### config.mk
export PLATFORM = sky130hd
export DESIGN_NAME = shifter_gate_state_tracker_flat
export DESIGN_NICKNAME = d
export VERILOG_FILES = /design/src/sgst_pkg.sv /design/src/sgst_in_if.sv /design/src/sgst_out_if.sv /design/src/sgst_cfg_regs.sv /design/src/sgst_classify.sv /design/src/sgst_tracker.sv /design/src/shifter_gate_state_tracker.sv /design/src/flat_wrapper.sv
export SDC_FILE = /design/constraint.sdc
export NUM_CORES = 1
export LEC_CHECK = 0
export BUFFER_PORTS_ARGS = -buffer_cell sky130_fd_sc_hd__buf_2
export CORE_ASPECT_RATIO = 0.8
export CORE_MARGIN = 4
export CORE_UTILIZATION = 29
export DETAILED_ROUTE_END_ITERATION = 8
export SETUP_SLACK_MARGIN = 0.5
export SLEW_MARGIN = 20
export SYNTH_ARGS = -nofsm -noshare
export SYNTH_HDL_FRONTEND = slang
export SYNTH_HIERARCHICAL = 1
export SYNTH_SLANG_ARGS = --single-unit
### constraint.sdc
create_clock -name i_clk -period 6.8 [get_ports i_clk]
set_input_delay 2.04 -clock i_clk [delete_from_list [all_inputs] [get_ports i_clk]]
set_output_delay 2.04 -clock i_clk [all_outputs]
set_load 0.005 [all_outputs]
### src/sgst_pkg.sv
// Shared types, constants and codes for the shifter gate state tracker.
package sgst_pkg;

    // Axis geometry and the fixed exit depth of the synchro tracker.
    localparam int AXIS_MAX         = 65535;
    localparam int AXIS_MID         = AXIS_MAX / 2;
    localparam int EXIT_SYNCH_DEPTH = 16000;

    // Signed working width: covers thresholds that fall beyond either axis end.
    localparam int SW_W = 18;
    typedef logic signed [SW_W-1:0] t_sw;

    localparam int CFG_W     = 15;
    localparam int CFG_IDX_W = 3;
    typedef logic [CFG_IDX_W-1:0] t_cfg_idx;

    // Register indexes on the configuration port.
    localparam t_cfg_idx CFG_TELEMETRY    = 3'd0;
    localparam t_cfg_idx CFG_NEUTRAL_HW   = 3'd1;
    localparam t_cfg_idx CFG_SIDE_W       = 3'd2;
    localparam t_cfg_idx CFG_MIDDLE_HW    = 3'd3;
    localparam t_cfg_idx CFG_BZ_DEPTH     = 3'd4;
    localparam t_cfg_idx CFG_BZ_DEPTH_TEL = 3'd5;
    localparam t_cfg_idx CFG_SYNCH_DEPTH  = 3'd6;
    localparam t_cfg_idx CFG_GRIND_DEPTH  = 3'd7;

    // Slot codes.
    localparam logic [2:0] SLOT_UNKNOWN = 3'd0;
    localparam logic [2:0] SLOT_NEUTRAL = 3'd1;
    localparam logic [2:0] SLOT_LF      = 3'd2;
    localparam logic [2:0] SLOT_LB      = 3'd3;
    localparam logic [2:0] SLOT_MF      = 3'd4;
    localparam logic [2:0] SLOT_MB      = 3'd5;
    localparam logic [2:0] SLOT_RF      = 3'd6;
    localparam logic [2:0] SLOT_RB      = 3'd7;

    // Button zone codes.
    localparam logic [2:0] ZONE_NONE = 3'd0;
    localparam logic [2:0] ZONE_LF   = 3'd1;
    localparam logic [2:0] ZONE_LB   = 3'd2;
    localparam logic [2:0] ZONE_MF   = 3'd3;
    localparam logic [2:0] ZONE_MB   = 3'd4;
    localparam logic [2:0] ZONE_RF   = 3'd5;
    localparam logic [2:0] ZONE_RB   = 3'd6;

    // Synchro codes.
    localparam logic [1:0] SYN_UNKNOWN = 2'd0;
    localparam logic [1:0] SYN_IN      = 2'd1;
    localparam logic [1:0] SYN_EXIT    = 2'd2;
    localparam logic [1:0] SYN_ENTER   = 2'd3;

    typedef struct packed {
        logic              telemetry_active;
        logic [CFG_W-1:0]  neutral_half_width;
        logic [CFG_W-1:0]  side_w;
        logic [CFG_W-1:0]  mid_half_w;
        logic [CFG_W-1:0]  bz_depth;
        logic [CFG_W-1:0]  bz_depth_tel;
        logic [CFG_W-1:0]  synch_depth;
        logic [CFG_W-1:0]  grind_depth;
    } t_cfg;

    typedef struct packed {
        logic [15:0] lr_position;
        logic [15:0] fb_position;
        logic [7:0]  gear_a;
        logic [7:0]  gear_b;
    } t_sample;

    // Position flags of one sample, independent of tracker state.
    typedef struct packed {
        logic [2:0] slot;
        logic       fwd_zone;
        logic       back_zone;
        logic       tel_lock;
        logic       synch_near;
        logic       exit_near;
        logic       grind_near;
    } t_class;

    typedef struct packed {
        logic [2:0] slot_code;
        logic       slot_changed;
        logic [2:0] button_zone;
        logic       zone_changed;
        logic [1:0] synchro_code;
        logic       synchro_changed;
        logic       grinding;
        logic       grinding_changed;
    } t_result;

endpackage

### src/sgst_in_if.sv
// Sample channel: valid/ready handshake with stick and gear payload.
interface sgst_in_if;
    logic        valid;
    logic        ready;
    logic [15:0] lr_position;
    logic [15:0] fb_position;
    logic [7:0]  gear_a;
    logic [7:0]  gear_b;

    modport source (output valid, lr_position, fb_position, gear_a, gear_b, input ready);
    modport sink   (input valid, lr_position, fb_position, gear_a, gear_b, output ready);
endinterface

### src/sgst_out_if.sv
// Result channel: valid/ready handshake with the tracker state payload.
interface sgst_out_if;
    logic       valid;
    logic       ready;
    logic [2:0] slot_code;
    logic       slot_changed;
    logic [2:0] button_zone;
    logic       zone_changed;
    logic [1:0] synchro_code;
    logic       synchro_changed;
    logic       grinding;
    logic       grinding_changed;

    modport source (output valid, slot_code, slot_changed, button_zone, zone_changed,
                    synchro_code, synchro_changed, grinding, grinding_changed,
                    input ready);
    modport sink   (input valid, slot_code, slot_changed, button_zone, zone_changed,
                    synchro_code, synchro_changed, grinding, grinding_changed,
                    output ready);
endinterface

### src/sgst_cfg_regs.sv
// Configuration register file with reset defaults.
module sgst_cfg_regs
    import sgst_pkg::*;
(
    input  logic             i_clk,
    input  logic             i_rst_n,
    input  logic             i_we,
    input  t_cfg_idx         i_idx,
    input  logic [CFG_W-1:0] i_data,
    output t_cfg             o_cfg
);

    t_cfg r_cfg;

    always_ff @(posedge i_clk) begin
        if (!i_rst_n) begin
            r_cfg.telemetry_active   <= 1'b0;
            r_cfg.neutral_half_width <= CFG_W'(4000);
            r_cfg.side_w             <= CFG_W'(12000);
            r_cfg.mid_half_w         <= CFG_W'(6000);
            r_cfg.bz_depth           <= CFG_W'(3000);
            r_cfg.bz_depth_tel       <= CFG_W'(6000);
            r_cfg.synch_depth        <= CFG_W'(8000);
            r_cfg.grind_depth        <= CFG_W'(12000);
        end else if (i_we) begin
            case (i_idx)
                CFG_TELEMETRY:    r_cfg.telemetry_active   <= i_data[0];
                CFG_NEUTRAL_HW:   r_cfg.neutral_half_width <= i_data;
                CFG_SIDE_W:       r_cfg.side_w             <= i_data;
                CFG_MIDDLE_HW:    r_cfg.mid_half_w         <= i_data;
                CFG_BZ_DEPTH:     r_cfg.bz_depth           <= i_data;
                CFG_BZ_DEPTH_TEL: r_cfg.bz_depth_tel       <= i_data;
                CFG_SYNCH_DEPTH:  r_cfg.synch_depth        <= i_data;
                CFG_GRIND_DEPTH:  r_cfg.grind_depth        <= i_data;
                default: ;
            endcase
        end
    end

    assign o_cfg = r_cfg;

endmodule

### src/sgst_classify.sv
// Position classifier: gate slot and depth window flags for one sample.
module sgst_classify
    import sgst_pkg::*;
#(
    parameter int P_AXIS_MAX         = AXIS_MAX,
    parameter int P_EXIT_SYNCH_DEPTH = EXIT_SYNCH_DEPTH
)
(
    input  t_cfg    i_cfg,
    input  t_sample i_sample,
    output t_class  o_class
);

    localparam t_sw AXIS_MAX_S   = t_sw'(P_AXIS_MAX);
    localparam t_sw AXIS_MID_S   = t_sw'(P_AXIS_MAX / 2);
    localparam t_sw EXIT_DEPTH_S = t_sw'(P_EXIT_SYNCH_DEPTH);

    // True when v lies within depth of either end of the axis.
    function automatic logic near_end(input t_sw v, input t_sw depth);
        return (v <= depth) || (v >= AXIS_MAX_S - depth);
    endfunction

    function automatic t_sw ext15(input logic [CFG_W-1:0] x);
        return $signed({{(SW_W-CFG_W){1'b0}}, x});
    endfunction

    t_sw lr;
    t_sw fb;
    t_sw nhw;
    t_sw side;
    t_sw mhw;
    t_sw bz;
    t_sw bzt;
    logic fwd;
    logic tel;

    always_comb begin
        lr   = $signed({{(SW_W-16){1'b0}}, i_sample.lr_position});
        fb   = $signed({{(SW_W-16){1'b0}}, i_sample.fb_position});
        nhw  = ext15(i_cfg.neutral_half_width);
        side = ext15(i_cfg.side_w);
        mhw  = ext15(i_cfg.mid_half_w);
        bz   = ext15(i_cfg.bz_depth);
        bzt  = ext15(i_cfg.bz_depth_tel);
        tel  = i_cfg.telemetry_active;
        fwd  = (fb <= AXIS_MID_S);

        // Neutral channel wins, then left, middle and right in that order.
        if ((fb <= AXIS_MID_S + nhw) && (fb >= AXIS_MID_S - nhw)) begin
            o_class.slot = SLOT_NEUTRAL;
        end else if (lr <= side) begin
            o_class.slot = fwd ? SLOT_LF : SLOT_LB;
        end else if ((lr >= AXIS_MID_S - mhw) && (lr <= AXIS_MID_S + mhw)) begin
            o_class.slot = fwd ? SLOT_MF : SLOT_MB;
        end else if (lr >= AXIS_MAX_S - side) begin
            o_class.slot = fwd ? SLOT_RF : SLOT_RB;
        end else begin
            o_class.slot = SLOT_UNKNOWN;
        end

        o_class.fwd_zone   = (fb <= bz) || (tel && (fb <= bzt));
        o_class.back_zone  = (fb >= AXIS_MAX_S - bz) || (tel && (fb >= AXIS_MAX_S - bzt));
        o_class.tel_lock   = tel && (i_sample.gear_a != 8'd0) && (i_sample.gear_b != 8'd0);
        o_class.synch_near = near_end(fb, ext15(i_cfg.synch_depth));
        o_class.exit_near  = near_end(fb, EXIT_DEPTH_S);
        o_class.grind_near = near_end(fb, ext15(i_cfg.grind_depth));
    end

endmodule

### src/sgst_tracker.sv
// Tracker state registers and their next-state and change-flag logic.
module sgst_tracker
    import sgst_pkg::*;
(
    input  logic    i_clk,
    input  logic    i_rst_n,
    input  logic    i_en,
    input  t_class  i_class,
    output t_result o_result
);

    logic [2:0] r_slot;
    logic [2:0] r_zone;
    logic [1:0] r_syn;
    logic       r_grind;

    logic [2:0] n_slot;
    logic [2:0] n_zone;
    logic [1:0] n_syn;
    logic       n_grind;

    always_comb begin
        // An unknown classification keeps the previous slot.
        n_slot = (i_class.slot != SLOT_UNKNOWN) ? i_class.slot : r_slot;

        n_zone = ZONE_NONE;
        if (i_class.fwd_zone) begin
            case (n_slot)
                SLOT_LF: n_zone = ZONE_LF;
                SLOT_MF: n_zone = ZONE_MF;
                SLOT_RF: n_zone = ZONE_RF;
                default: n_zone = ZONE_NONE;
            endcase
        end else if (i_class.back_zone) begin
            case (n_slot)
                SLOT_LB: n_zone = ZONE_LB;
                SLOT_MB: n_zone = ZONE_MB;
                SLOT_RB: n_zone = ZONE_RB;
                default: n_zone = ZONE_NONE;
            endcase
        end

        if (i_class.tel_lock || i_class.synch_near) begin
            n_syn = SYN_IN;
        end else if (((r_syn == SYN_IN) || (r_syn == SYN_EXIT)) && i_class.exit_near) begin
            n_syn = SYN_EXIT;
        end else begin
            n_syn = SYN_ENTER;
        end

        // A grind lasts one sample, then may rise again.
        n_grind = !r_grind && (n_syn == SYN_ENTER) && i_class.grind_near;

        o_result.slot_code        = n_slot;
        o_result.slot_changed     = (n_slot != r_slot);
        o_result.button_zone      = n_zone;
        o_result.zone_changed     = (n_zone != r_zone);
        o_result.synchro_code     = n_syn;
        o_result.synchro_changed  = (n_syn != r_syn);
        o_result.grinding         = n_grind;
        o_result.grinding_changed = (n_grind != r_grind);
    end

    always_ff @(posedge i_clk) begin
        if (!i_rst_n) begin
            r_slot  <= SLOT_UNKNOWN;
            r_zone  <= ZONE_NONE;
            r_syn   <= SYN_UNKNOWN;
            r_grind <= 1'b0;
        end else if (i_en) begin
            r_slot  <= n_slot;
            r_zone  <= n_zone;
            r_syn   <= n_syn;
            r_grind <= n_grind;
        end
    end

    a_grind_one_sample: assert property (@(posedge i_clk) disable iff (!i_rst_n)
        (i_en && r_grind) |=> !r_grind)
        else $error("grinding held for two samples");

    a_slot_stays_known: assert property (@(posedge i_clk) disable iff (!i_rst_n)
        (r_slot != SLOT_UNKNOWN) |=> (r_slot != SLOT_UNKNOWN))
        else $error("slot fell back to unknown");

    a_zone_needs_slot: assert property (@(posedge i_clk) disable iff (!i_rst_n)
        (r_zone != ZONE_NONE) |-> ((r_slot != SLOT_UNKNOWN) && (r_slot != SLOT_NEUTRAL)))
        else $error("button zone without a gear slot");

    a_grind_entering: assert property (@(posedge i_clk) disable iff (!i_rst_n)
        r_grind |-> (r_syn == SYN_ENTER))
        else $error("grinding outside entering synch");

endmodule

### src/shifter_gate_state_tracker.sv
// Top level of the shifter gate state tracker: channels, pipeline and config.
//
//   Channel    Dir  Handshake            Payload
//   i_sample   in   valid/ready          lr_position, fb_position, gear_a, gear_b
//   o_result   out  valid/ready          slot, zone, synchro, grinding + changed flags
//   i_cfg_*    in   i_cfg_we (no wait)   i_cfg_idx, i_cfg_data
//
// An accepted item sits in the input register until the result register is free; then
// it moves through the classifier and tracker into the result register, and its
// result is offered on o_result until it is taken.
// One item is accepted per cycle unless o_result stalls, since the tracker state is registered.
// Reset is synchronous and active low; it clears tracker state, valid flags and
// loads the configuration defaults.
// When the result is stalled, the input register still takes one more item.
module shifter_gate_state_tracker
    import sgst_pkg::*;
#(
    parameter int P_AXIS_MAX         = AXIS_MAX,
    parameter int P_EXIT_SYNCH_DEPTH = EXIT_SYNCH_DEPTH
)
(
    input  logic             i_clk,
    input  logic             i_rst_n,
    sgst_in_if.sink          i_sample,
    sgst_out_if.source       o_result,
    input  logic             i_cfg_we,
    input  t_cfg_idx         i_cfg_idx,
    input  logic [CFG_W-1:0] i_cfg_data
);

    t_cfg    cfg;
    t_class  cls;
    t_result res;

    logic    r_in_valid;
    t_sample r_in;
    logic    r_out_valid;
    t_result r_out;

    logic out_free;
    logic in_ready;
    logic fire;

    // The result register moves whenever it is empty or being taken.
    assign out_free = !r_out_valid || o_result.ready;
    assign in_ready = !r_in_valid || out_free;
    assign fire     = r_in_valid && out_free;

    assign i_sample.ready = in_ready;

    sgst_cfg_regs u_cfg (
        .i_clk   (i_clk),
        .i_rst_n (i_rst_n),
        .i_we    (i_cfg_we),
        .i_idx   (i_cfg_idx),
        .i_data  (i_cfg_data),
        .o_cfg   (cfg)
    );

    sgst_classify #(
        .P_AXIS_MAX         (P_AXIS_MAX),
        .P_EXIT_SYNCH_DEPTH (P_EXIT_SYNCH_DEPTH)
    ) u_classify (
        .i_cfg    (cfg),
        .i_sample (r_in),
        .o_class  (cls)
    );

    // Tracker state advances exactly when an item moves into the result register.
    sgst_tracker u_tracker (
        .i_clk    (i_clk),
        .i_rst_n  (i_rst_n),
        .i_en     (fire),
        .i_class  (cls),
        .o_result (res)
    );

    always_ff @(posedge i_clk) begin
        if (!i_rst_n) begin
            r_in_valid  <= 1'b0;
            r_out_valid <= 1'b0;
        end else begin
            if (in_ready) begin
                r_in_valid <= i_sample.valid;
            end
            if (out_free) begin
                r_out_valid <= r_in_valid;
            end
        end
    end

    // Payload registers carry no reset.
    always_ff @(posedge i_clk) begin
        if (in_ready && i_sample.valid) begin
            r_in.lr_position <= i_sample.lr_position;
            r_in.fb_position <= i_sample.fb_position;
            r_in.gear_a      <= i_sample.gear_a;
            r_in.gear_b      <= i_sample.gear_b;
        end
        if (fire) begin
            r_out <= res;
        end
    end

    assign o_result.valid            = r_out_valid;
    assign o_result.slot_code        = r_out.slot_code;
    assign o_result.slot_changed     = r_out.slot_changed;
    assign o_result.button_zone      = r_out.button_zone;
    assign o_result.zone_changed     = r_out.zone_changed;
    assign o_result.synchro_code     = r_out.synchro_code;
    assign o_result.synchro_changed  = r_out.synchro_changed;
    assign o_result.grinding         = r_out.grinding;
    assign o_result.grinding_changed = r_out.grinding_changed;

endmodule
### src/flat_wrapper.sv
// flat-port wrapper written by rule: the top's interface ports become plain ports
module shifter_gate_state_tracker_flat import sgst_pkg::*;
#(
    parameter int P_AXIS_MAX         = AXIS_MAX,
    parameter int P_EXIT_SYNCH_DEPTH = EXIT_SYNCH_DEPTH
)
  (i_clk, i_rst_n, i_cfg_we, i_cfg_idx, i_cfg_data, i_sample_valid, i_sample_lr_position, i_sample_fb_position, i_sample_gear_a, i_sample_gear_b, i_sample_ready, o_result_valid, o_result_slot_code, o_result_slot_changed, o_result_button_zone, o_result_zone_changed, o_result_synchro_code, o_result_synchro_changed, o_result_grinding, o_result_grinding_changed, o_result_ready);
  sgst_in_if i_sample_i ();
  sgst_out_if o_result_i ();
  input  logic i_clk;
  input  logic i_rst_n;
  input  logic i_cfg_we;
  input  t_cfg_idx i_cfg_idx;
  input  logic [CFG_W-1:0] i_cfg_data;
  input wire logic [$bits(i_sample_i.valid)-1:0] i_sample_valid;
  input wire logic [$bits(i_sample_i.lr_position)-1:0] i_sample_lr_position;
  input wire logic [$bits(i_sample_i.fb_position)-1:0] i_sample_fb_position;
  input wire logic [$bits(i_sample_i.gear_a)-1:0] i_sample_gear_a;
  input wire logic [$bits(i_sample_i.gear_b)-1:0] i_sample_gear_b;
  output wire logic [$bits(i_sample_i.ready)-1:0] i_sample_ready;
  output wire logic [$bits(o_result_i.valid)-1:0] o_result_valid;
  output wire logic [$bits(o_result_i.slot_code)-1:0] o_result_slot_code;
  output wire logic [$bits(o_result_i.slot_changed)-1:0] o_result_slot_changed;
  output wire logic [$bits(o_result_i.button_zone)-1:0] o_result_button_zone;
  output wire logic [$bits(o_result_i.zone_changed)-1:0] o_result_zone_changed;
  output wire logic [$bits(o_result_i.synchro_code)-1:0] o_result_synchro_code;
  output wire logic [$bits(o_result_i.synchro_changed)-1:0] o_result_synchro_changed;
  output wire logic [$bits(o_result_i.grinding)-1:0] o_result_grinding;
  output wire logic [$bits(o_result_i.grinding_changed)-1:0] o_result_grinding_changed;
  input wire logic [$bits(o_result_i.ready)-1:0] o_result_ready;
  assign i_sample_i.valid = i_sample_valid;
  assign i_sample_i.lr_position = i_sample_lr_position;
  assign i_sample_i.fb_position = i_sample_fb_position;
  assign i_sample_i.gear_a = i_sample_gear_a;
  assign i_sample_i.gear_b = i_sample_gear_b;
  assign i_sample_ready = i_sample_i.ready;
  assign o_result_valid = o_result_i.valid;
  assign o_result_slot_code = o_result_i.slot_code;
  assign o_result_slot_changed = o_result_i.slot_changed;
  assign o_result_button_zone = o_result_i.button_zone;
  assign o_result_zone_changed = o_result_i.zone_changed;
  assign o_result_synchro_code = o_result_i.synchro_code;
  assign o_result_synchro_changed = o_result_i.synchro_changed;
  assign o_result_grinding = o_result_i.grinding;
  assign o_result_grinding_changed = o_result_i.grinding_changed;
  assign o_result_i.ready = o_result_ready;
  shifter_gate_state_tracker #(.P_AXIS_MAX(P_AXIS_MAX), .P_EXIT_SYNCH_DEPTH(P_EXIT_SYNCH_DEPTH)) u_core (.i_clk(i_clk), .i_rst_n(i_rst_n), .i_sample(i_sample_i), .o_result(o_result_i), .i_cfg_we(i_cfg_we), .i_cfg_idx(i_cfg_idx), .i_cfg_data(i_cfg_data));
endmodule
---- Yosys cells after proc, flatten, opt, wreduce, memory -nomap -nowiden ----
Cells that the tools add are included.
word-level totals
  bits in registers ....................... 178
  logic and storage cells ................. 121
cells by class
  add/subtract/negate cells ............... 9
  $lt $le $gt $ge ......................... 17
  equality and inequality tests ........... 20
  muxes and demuxes ....................... 14
  reduce and logical (&&, ||, !) cells .... 35
operators with widths
  operator                                                                            count
  17-bit greater-or-equal comparator                                                  5
  16-bit by 15-bit subtractor with 17-bit output, first input constant                5
  16-bit by 15-bit less-or-equal comparator with 1-bit output                         5
  17-bit by 16-bit greater-or-equal comparator with 1-bit output                      2
  15-bit by 15-bit adder with 16-bit output, first input constant                     2
  16-bit less-or-equal comparator                                                     2
  15-bit by 15-bit subtractor with 16-bit output, first input constant                2
  3-bit == test, second input constant                                                8
  3-bit two-way mux                                                                   7
  3-bit one-hot mux with 3 select lines                                               2
  16-bit greater-or-equal comparator, second input constant                           1
  16-bit by 14-bit less-or-equal comparator with 1-bit output, second input constant  1
  16-bit by 15-bit less-or-equal comparator with 1-bit output, second input constant  1
  2-bit AND reduction                                                                 8
  8-bit nonzero test                                                                  2
  3-bit by 2-bit == test with 1-bit output, second input constant                     4
  1-bit logical AND                                                                   11
  1-bit logical OR                                                                    9
  3-bit != test                                                                       2
  2-bit == test, second input constant                                                2
  1-bit two-way mux                                                                   4
  3-bit by 1-bit == test with 1-bit output, second input constant                     1
  1-bit zero test                                                                     3
  3-bit zero test                                                                     1
  5 further kinds                                                                     5

---- Depth between registers and ports, before layout ----
Gate-level depths: netlist of run 1.
  word-level depth ........................ 13
  depth in mapped cells ................... 21

---- Cells and area by module ----
Netlist of run 1, hierarchy kept.
by module, submodules not included
  module                      times used  cells each  area each (µm²)  seq. area each (µm²)
  sgst_classify               1           727         5,501.5          0.0
  sgst_cfg_regs               1           382         4,174.0          2,122.0
  shifter_gate_state_tracker  1           70          1,935.6          1,871.8
  sgst_tracker                1           77          686.9            180.2

---- Worst setup path after synthesis of run 1 ----
No wires, ideal clock.
  path type ............................... input to register
  start point ............................. in o_result_ready
  end point ............................... reg u_core/r_in[0] in the netlist's numbering, enable pin
  library setup time ...................... 470 ps
  data arrival time ....................... 4,444 ps
  setup slack ............................. 1,887 ps
  stages on the path ...................... 2
  buffers on the path ..................... 0
  path through ............................ nor2b_4 a21oi_1
on the way
  longest elaborated chain between the ends .. 3
RTL lines
  element             RTL line                          text
  start: declaration  flat_wrapper.sv:30                input wire logic [$bits(o_result_i.ready)-1:0] o_result_ready;
  1-bit logical OR    shifter_gate_state_tracker.sv:45  assign out_free = !r_out_valid || o_result.ready;
  1-bit logical OR    shifter_gate_state_tracker.sv:46  assign in_ready = !r_in_valid || out_free;
  1-bit logical AND   shifter_gate_state_tracker.sv:94  if (in_ready && i_sample.valid) begin
  end: declaration    shifter_gate_state_tracker.sv:36  t_sample r_in;
No other way between the ends.
A chain may end at the register's enable or synchronous reset.

==> run_results.csv, run 1 <==
group,metric,value,unit
clocking,clk_root_buffer_cell,"sky130_fd_sc_hd__clkbuf_16",
sta,timing.max_slew.rel_slack,34.9,%
power,pwr_density_cell,184,nW/um^2
sta,finClkSkew,0.0161,ns
die,die-area,45800,um^2
drt,first_iter_violations,661,
logic_synthesis,ys_warn_count,6,
worst_setup_path,worst-endpoint-arrival,5.19,ns
sta,report.final.slew_viol_count,0,
worst_setup_path,cp_most_frequent_cell,"sky130_fd_sc_hd__or4_4",
sta,finalHoldViolations,0,
worst_setup_path,cp_capture_type,"register",
grt,grt_pass1_wl,50900,um
sta,ratio_of_final_minimum_period_to_clock_period,73.2,%
power,totalPowerFinal,2.54,mW
worst_setup_path,worstReg2RegStart,"u_core/u_cfg/o_cfg[62]$_SDFFE_PN0P_",
cells_and_area,fraction_of_final_layout_cells_sized_beyond_drive_strength_1,11.0,%
place,numPlacedInstances,1865,
logic_synthesis,synth_top_flop_cell,"sky130_fd_sc_hd__dfxtp_1",
logic_synthesis,asyncSetResetFlopFracSynth,0,%
worst_setup_path,cp_num_buf_inv,0,
drt,wl_per_cell,17.4,um
logic_synthesis,synth-edff-count,61,
clocking,clk_lat_worst_skew,0.46,ns
sta,final.setup.tns,0,ns
clocking,cts.sink_count,178,
clocking,path_clk_slew,0.08,ns
worst_setup_path,timing.critical_path.fanout_max,9,
logic_synthesis,synth-seq-cells,178,
drt,drc,0,
sta,setup_viol_count_final,0,
worst_setup_path,setup.reg_to_reg.worst_slack,1.82,ns
grt,grt_antenna_before_repair,1,
grt,grt_overflow_total,0,
grt,number_of_global_route_vias_before_repair,9064,
clocking,cts_repair_resize_count,0,
drt,met1Wirelength,16500,um
logic_synthesis,synth-seq-area-share,33.9,%
drt,wl_met3,1740,um
worst_setup_path,cp_slowest_cell,"sky130_fd_sc_hd__or4_4",
hold_path,holdPathStages,2,
drt,top_signal_layer_used,"met4",
drt,detail_route.wirelength,33000,um
logic_synthesis,syn_area,12300,um^2
clocking,cts_tree,"yes",
clocking,cts_buffers,17,
die,ios,86,
logic_synthesis,syn_area_per_cell,9.79,um^2
die,floorplan.die.height,192,um
job,drv.max_cap_violation_count,0,
drt,ant_nets,0,
place,place_hpwl,24600,um
cells_and_area,area.growth.synth_to_final,12.2,%
clocking,cts_setup_buffers,0,
logic_synthesis,netlist_instances,1256,
grt,grt_usage,14.4,%
cells_and_area,final-seq-area,4170,um^2
cells_and_area,multi_input_area,7460,um^2
place,place.port_buffers,85,
power,max-vdd-ir-drop,0.144,mV
sta,fmax,201,MHz
hold_path,hold_end,"u_core/u_cfg/o_cfg[20]$_SDFFE_PN0P_",
worst_setup_path,path_delay_family,"simple AND/OR/NAND/NOR gates",
die,core_area,41900,um^2
hold_path,hold_start,"u_core/u_cfg/o_cfg[20]$_SDFFE_PN0P_",
worst_setup_path,required,7.01,ns
clocking,cts_max_path_buffers,2,
cells_and_area,nNetsFinal,1615,
worst_setup_path,crit_type,"register to register",
die,initial_utilization,29.3,%
clocking,htree_levels,4,
logic_synthesis,synth.lib_cells_used.distinct,80,
sta,unrepaired_setup_endpoints_after_global_routing,"false",
drt,detail_route.first_pass.iterations,5,
logic_synthesis,net_count_of_the_mapped_netlist,1539,
grt,largest_net_degree_at_the_start_of_global_routing,52,
worst_setup_path,number_of_cell_instances_on_the_worst_register_to_register_path,20,
worst_setup_path,path_cells,"or4_4, nor2_4, nand2_2, nor3_4, nand2b_1, or4_4, xor2_1, ha_1, and4_1, a2111oi_0, o21bai_1, a211oi_1, o32ai_1, or3b_1, a21o_1, nor2_1, a21oi_2, o32ai_4, xnor2_1, nand3_1",
worst_setup_path,regToRegEndpoint,"u_core/o_result.zone_changed$_DFFE_PP_",
cells_and_area,fillCellCount,4307,
hold_path,worstHoldPathType,"register to register",
drt,routed-wl-met2,14200,um
die,num_rows,67,
worst_setup_path,critPathLaunchType,"register",
sta,timing_worst_slew_pin_value,0.975,ns
drt,viasPerCell,4.90,
die,die_width,238,um
status,run_status,"complete, no violations",
power,p_leak,6.39,nW
sta,layout_min_cycle_time,4.98,ns
drt,route.vias.total,9305,
clocking,post_cts_hold_buffer_count,0,
cells_and_area,instances_no_fill,1898,
place,place.gp.congestion,0.880,
worst_setup_path,cpPeakStageDelay,0.57,ns
power breakdown:
group	switching [mW]	leakage [nW]	internal, mW
logic	0.210	4.58	0.152
registers	0.0579	1.54	1.14
clock network	0.468	0.271	0.511
metrics by stage:
step	hold WS [ns]	util [%]	setup WS, ns	instance area (um^2)
after floorplan	0.451	-	1.89	12300
after global routing	0.511	32.9	1.51	13800
after global placement	0.464	31.6	1.99	13200
after detailed placement	0.474	31.6	1.89	13200
final	0.482	32.9	1.82	13800
after CTS	0.484	32.9	1.90	13800
area by class of cell:
type / instances / share of cell area, %
antenna: 1 / 0.0181
clock buffer: 19 / 3.14
clock inverter: 13 / 0.889
inverter: 117 / 3.18
multi-input combinational: 926 / 54.0
sequential: 178 / 30.3
tap: 552 / 5.01
timing repair buffer: 92 / 3.48
synth_stat cells, drive strengths merged (20+ instances only):
| cell | count | area [um^2] |
|---|---|---|
| a21oi | 72 | 372 |
| buf | 24 | 194 |
| dfxtp | 117 | 2340 |
| edfxtp | 61 | 1830 |
| ha | 212 | 2650 |
| inv | 117 | 439 |
| mux2i | 111 | 1110 |
| nand2 | 107 | 404 |
| nand3 | 21 | 105 |
| nor2 | 49 | 191 |
| nor2b | 83 | 527 |
| nor4 | 20 | 125 |
| o21ai | 34 | 174 |
sequential cells by signal, summed over array words and instances (netlist names), 2 cells and up:
name / cells
u_core/r_in: 48
u_core/u_cfg/o_cfg: 106
u_core/o_result.synchro_code: 2
u_core/u_tracker/r_slot: 3
u_core/u_tracker/r_syn: 2
u_core/o_result.slot_code: 3
u_core/o_result.button_zone: 3
u_core/u_tracker/r_zone: 3
worst min-delay path, delay by kind of cell (launching register included):
family           cells  cell delay (ns)
DFF                  1             0.33
and+or+nand+nor      1             0.06
muxes                1             0.05
worst max-delay path by stage:
stage | startpoint | endpoint | slack [ns] | cells past startpoint
6_report | u_core/u_cfg/o_cfg[62]$_SDFFE_PN0P_ | u_core/o_result.zone_changed$_DFFE_PP_ | 1.82 | 20
5_1_grt | u_core/u_cfg/o_cfg[62]$_SDFFE_PN0P_ | u_core/o_result.zone_changed$_DFFE_PP_ | 1.51 | 19
4_1_cts | u_core/u_cfg/o_cfg[62]$_SDFFE_PN0P_ | u_core/o_result.zone_changed$_DFFE_PP_ | 1.90 | 20
3_5_place_dp | u_core/u_cfg/o_cfg[62]$_SDFFE_PN0P_ | u_core/o_result.zone_changed$_DFFE_PP_ | 1.89 | 20
3_3_place_gp | u_core/u_cfg/o_cfg[62]$_SDFFE_PN0P_ | u_core/o_result.zone_changed$_DFFE_PP_ | 1.99 | 20
2_1_floorplan | o_result_ready | u_core/r_in[0]$_DFFE_PP_ | 1.89 | 2
cells by family after synthesis:
group | share of synthesized area [%]
AOI/OAI and AO/OA | 10.5
xor gates and xnor gates | 2.14
adders and majority gates | 21.6
buffers and inverters | 5.57
DFF | 33.9
muxes | 9.03
and+or+nand+nor | 17.3
metal layers:
layer	GRT usage (%)	vias up
met4	4.22	0
met1	20.7	4421
met5	0	-
met2	22.1	251
li1	-	4598
met3	2.67	35
layout by cell type, fill, tap and decap left out, types with 4 or more instances in the layout:
cell / instances
sky130_fd_sc_hd__ha_1: 212
sky130_fd_sc_hd__inv_1: 117
sky130_fd_sc_hd__dfxtp_1: 117
sky130_fd_sc_hd__mux2i_1: 111
sky130_fd_sc_hd__nand2_1: 106
sky130_fd_sc_hd__buf_2: 84
sky130_fd_sc_hd__nor2b_1: 80
sky130_fd_sc_hd__a21oi_1: 68
sky130_fd_sc_hd__edfxtp_1: 61
sky130_fd_sc_hd__nor2_1: 48
sky130_fd_sc_hd__o21ai_0: 33
sky130_fd_sc_hd__nand3_1: 21
sky130_fd_sc_hd__nor4_1: 20
sky130_fd_sc_hd__xnor2_1: 18
sky130_fd_sc_hd__clkbuf_16: 17
sky130_fd_sc_hd__nand4_1: 17
sky130_fd_sc_hd__o21bai_1: 17
sky130_fd_sc_hd__nor3_1: 16
sky130_fd_sc_hd__xor2_1: 12
sky130_fd_sc_hd__a21o_1: 12
sky130_fd_sc_hd__o21a_1: 9
sky130_fd_sc_hd__nand2b_1: 9
sky130_fd_sc_hd__buf_4: 8
sky130_fd_sc_hd__inv_6: 6
sky130_fd_sc_hd__nand4b_1: 6
sky130_fd_sc_hd__or4_1: 6
sky130_fd_sc_hd__a211oi_1: 6
sky130_fd_sc_hd__a2111oi_0: 6
sky130_fd_sc_hd__o211ai_1: 5
sky130_fd_sc_hd__o31ai_1: 5
sky130_fd_sc_hd__and4_1: 4
sky130_fd_sc_hd__a31oi_1: 4
sky130_fd_sc_hd__nor3b_1: 4
sky130_fd_sc_hd__o211a_1: 4
Power figures use the tool's default switching activity.
==> run 2, diff against run 1 <==
clock period = 4.78 ns   (was 6.8 ns; I/O delays follow)
==> run 2 against run 1 <==
Fmax is 7.7% higher. Sequential power is 42% higher. Clock skew is 0.0063 ns lower. Final area is 2.9% higher. Sequential share of layout area is 0.87 points lower. Die area stayed put. Combinational power is 61% higher. Register-to-register slack worse by 1.7 ns. Core utilization is 0.97 points higher.
==> run_results.csv, run 2 (same netlist as run 1, synthesis figures left out) <==
group,metric,value,unit
sta,timing_worst_slew_pin_value,1.16,ns
hold_path,worstHoldPathType,"register to register",
grt,largest_net_degree_at_the_start_of_global_routing,49,
hold_path,hold_start,"u_core/u_cfg/o_cfg[90]$_SDFFE_PN0P_",
drt,route.vias.total,9449,
worst_setup_path,worst-endpoint-arrival,4.82,ns
grt,grt_overflow_total,0,
grt,grt_usage,14.9,%
cells_and_area,largest_register_ffs,106,
drt,detail_route.first_pass.iterations,5,
power,pwr_density_cell,267,nW/um^2
clocking,htree_levels,4,
cells_and_area,multi_input_area,7540,um^2
place,placement.cell_area,13400,um^2
place,dp_worst_setup_slack,0.0503,ns
clocking,cts_max_path_buffers,2,
worst_setup_path,required,4.98,ns
die,initial_utilization,29.3,%
die,die-area,45800,um^2
clocking,path_clk_slew,0.07,ns
clocking,clk_root_buffer_cell,"sky130_fd_sc_hd__clkbuf_16",
job,drv.max_cap_violation_count,0,
power,max-vdd-ir-drop,0.244,mV
cells_and_area,mostFrequentLayoutCells,"212 x sky130_fd_sc_hd__ha_1, 117 x sky130_fd_sc_hd__inv_1, 117 x sky130_fd_sc_hd__dfxtp_1",
die,ios,86,
cells_and_area,antennaDiodeCount,0,
worst_setup_path,worstReg2RegStart,"u_core/u_cfg/o_cfg[64]$_SDFFE_PN1P_",
die,num_rows,67,
worst_setup_path,critPathLaunchType,"register",
grt,grt_antenna_before_repair,0,
place,place_hpwl,25600,um
worst_setup_path,crit_type,"register to register",
sta,timing.max_slew.rel_slack,21.8,%
clocking,cts_buffers,17,
drt,ant_nets,0,
hold_path,holdPathStages,2,
worst_setup_path,setup.reg_to_reg.worst_slack,0.16,ns
power,totalPowerFinal,3.79,mW
place,place.port_buffers,85,
sta,final_critical_path_setup_slack,0.159,ns
grt,grt_pass1_wl,53100,um
drt,drc,0,
sta,layout_min_cycle_time,4.62,ns
cells_and_area,final_design_area_no_fill,14200,um^2
worst_setup_path,timing.critical_path.fanout_max,6,
grt,number_of_global_route_vias_before_repair,9304,
power,p_leak,6.60,nW
sta,setup_viol_count_final,0,
worst_setup_path,regToRegEndpoint,"u_core/o_result.zone_changed$_DFFE_PP_",
die,floorplan.die.height,192,um
drt,detail_route.wirelength,34300,um
die,core_area,41900,um^2
clocking,clk_lat_worst_skew,0.45,ns
sta,fmax,216,MHz
clocking,cts.sink_count,178,
sta,report.final.slew_viol_count,0,
cells_and_area,fraction_of_final_layout_cells_sized_beyond_drive_strength_1,14.4,%
drt,viasPerCell,4.90,
cells_and_area,fillCellCount,4266,
hold_path,hold_end,"u_core/u_cfg/o_cfg[90]$_SDFFE_PN0P_",
worst_setup_path,cp_capture_type,"register",
die,die_width,238,um
drt,first_iter_violations,700,
worst_setup_path,number_of_cell_instances_on_the_worst_register_to_register_path,20,
status,run_status,"complete, no violations",
sta,finClkSkew,0.00984,ns
sta,ratio_of_final_minimum_period_to_clock_period,96.7,%
cells_and_area,layout_commonest_cell,"sky130_fd_sc_hd__ha_1",
cells_and_area,area.growth.synth_to_final,15.5,%
clocking,cts_tree,"yes",
drt,wl_per_cell,17.8,um
cells_and_area,nNetsFinal,1648,
sta,finalHoldViolations,0,
cells_and_area,final-seq-area,4170,um^2
sta,unrepaired_setup_endpoints_after_global_routing,"true",
place,place.gp.congestion,0.882,
## run 2: area by class of cell
| class | count | share of cell area, % |
|---|---|---|
| inverters | 117 | 3.09 |
| repair buffers | 125 | 5.19 |
| multi-input cells | 926 | 53.1 |
| flip-flops and latches | 178 | 29.4 |
| well taps | 552 | 4.86 |
| clock buffers | 17 | 2.99 |
| clock inverters | 15 | 1.38 |
## run 2: worst max path at each step
stage | cells after the start | slack [ns] | from | to
2_1_floorplan | 21 | 0.32 | u_core/u_cfg/o_cfg[64]$_SDFFE_PN1P_ | u_core/o_result.zone_changed$_DFFE_PP_
3_3_place_gp | 21 | 0.13 | u_core/u_cfg/o_cfg[64]$_SDFFE_PN1P_ | u_core/o_result.zone_changed$_DFFE_PP_
3_5_place_dp | 21 | 0.05 | u_core/u_cfg/o_cfg[64]$_SDFFE_PN1P_ | u_core/o_result.zone_changed$_DFFE_PP_
4_1_cts | 20 | 0.23 | u_core/u_cfg/o_cfg[64]$_SDFFE_PN1P_ | u_core/o_result.zone_changed$_DFFE_PP_
5_1_grt | 20 | -0.1 | u_core/u_cfg/o_cfg[64]$_SDFFE_PN1P_ | u_core/o_result.zone_changed$_DFFE_PP_
6_report | 20 | 0.16 | u_core/u_cfg/o_cfg[64]$_SDFFE_PN1P_ | u_core/o_result.zone_changed$_DFFE_PP_
## run 2: metrics by stage
stage | setup TNS (ns) | utilization, % | instances | hold slack [ns]
floorplan | 0 | - | 1256 | 0.451
CTS | 0 | 33.7 | 1927 | 0.479
global placement | 0 | 32.0 | 1887 | 0.464
global route | -0.224 | 33.9 | 1930 | 0.508
detailed placement | 0 | 32.0 | 1887 | 0.466
finish | 0 | 33.9 | 1930 | 0.480
## run 2: worst max-delay path, stage by stage (launching register included)
cell,delay [ns]
sky130_fd_sc_hd__dfxtp_1,0.31
sky130_fd_sc_hd__or4_4,0.55
sky130_fd_sc_hd__nor2_4,0.11
sky130_fd_sc_hd__nand2_2,0.08
sky130_fd_sc_hd__nor3_4,0.14
sky130_fd_sc_hd__nand2b_1,0.09
sky130_fd_sc_hd__or4_4,0.43
sky130_fd_sc_hd__xor2_1,0.16
sky130_fd_sc_hd__ha_1,0.32
sky130_fd_sc_hd__and4_1,0.19
sky130_fd_sc_hd__a2111oi_2,0.05
sky130_fd_sc_hd__o21bai_1,0.23
sky130_fd_sc_hd__o21ai_1,0.12
sky130_fd_sc_hd__o32ai_2,0.15
sky130_fd_sc_hd__or3b_1,0.40
sky130_fd_sc_hd__a21o_4,0.26
sky130_fd_sc_hd__nor3b_4,0.22
sky130_fd_sc_hd__a21oi_2,0.10
sky130_fd_sc_hd__o32ai_4,0.23
sky130_fd_sc_hd__xnor2_1,0.14
sky130_fd_sc_hd__nand3_1,0.08
## run 2: metal layers
metal  GRT usage (%)  vias up  share of wire, %
met3            2.74       37               4.7
met1            20.7     4497                49
met4            4.04        0               1.9
met5               0        -                 0
li1                -     4663                 -
met2            24.0      252                45
## run 2: power breakdown
group	total, mW	internal, mW	switching [mW]
clock network	1.51	0.841	0.670
logic	0.582	0.249	0.333
registers	1.70	1.63	0.0712
## run 2: timing repair
item	4_1_cts	5_1_grt
pin swaps	5	6
buffers inserted	8	2
gates resized for setup	10	12
hold buffers	0	0
setup endpoints to repair	13	14
gates cloned	0	1
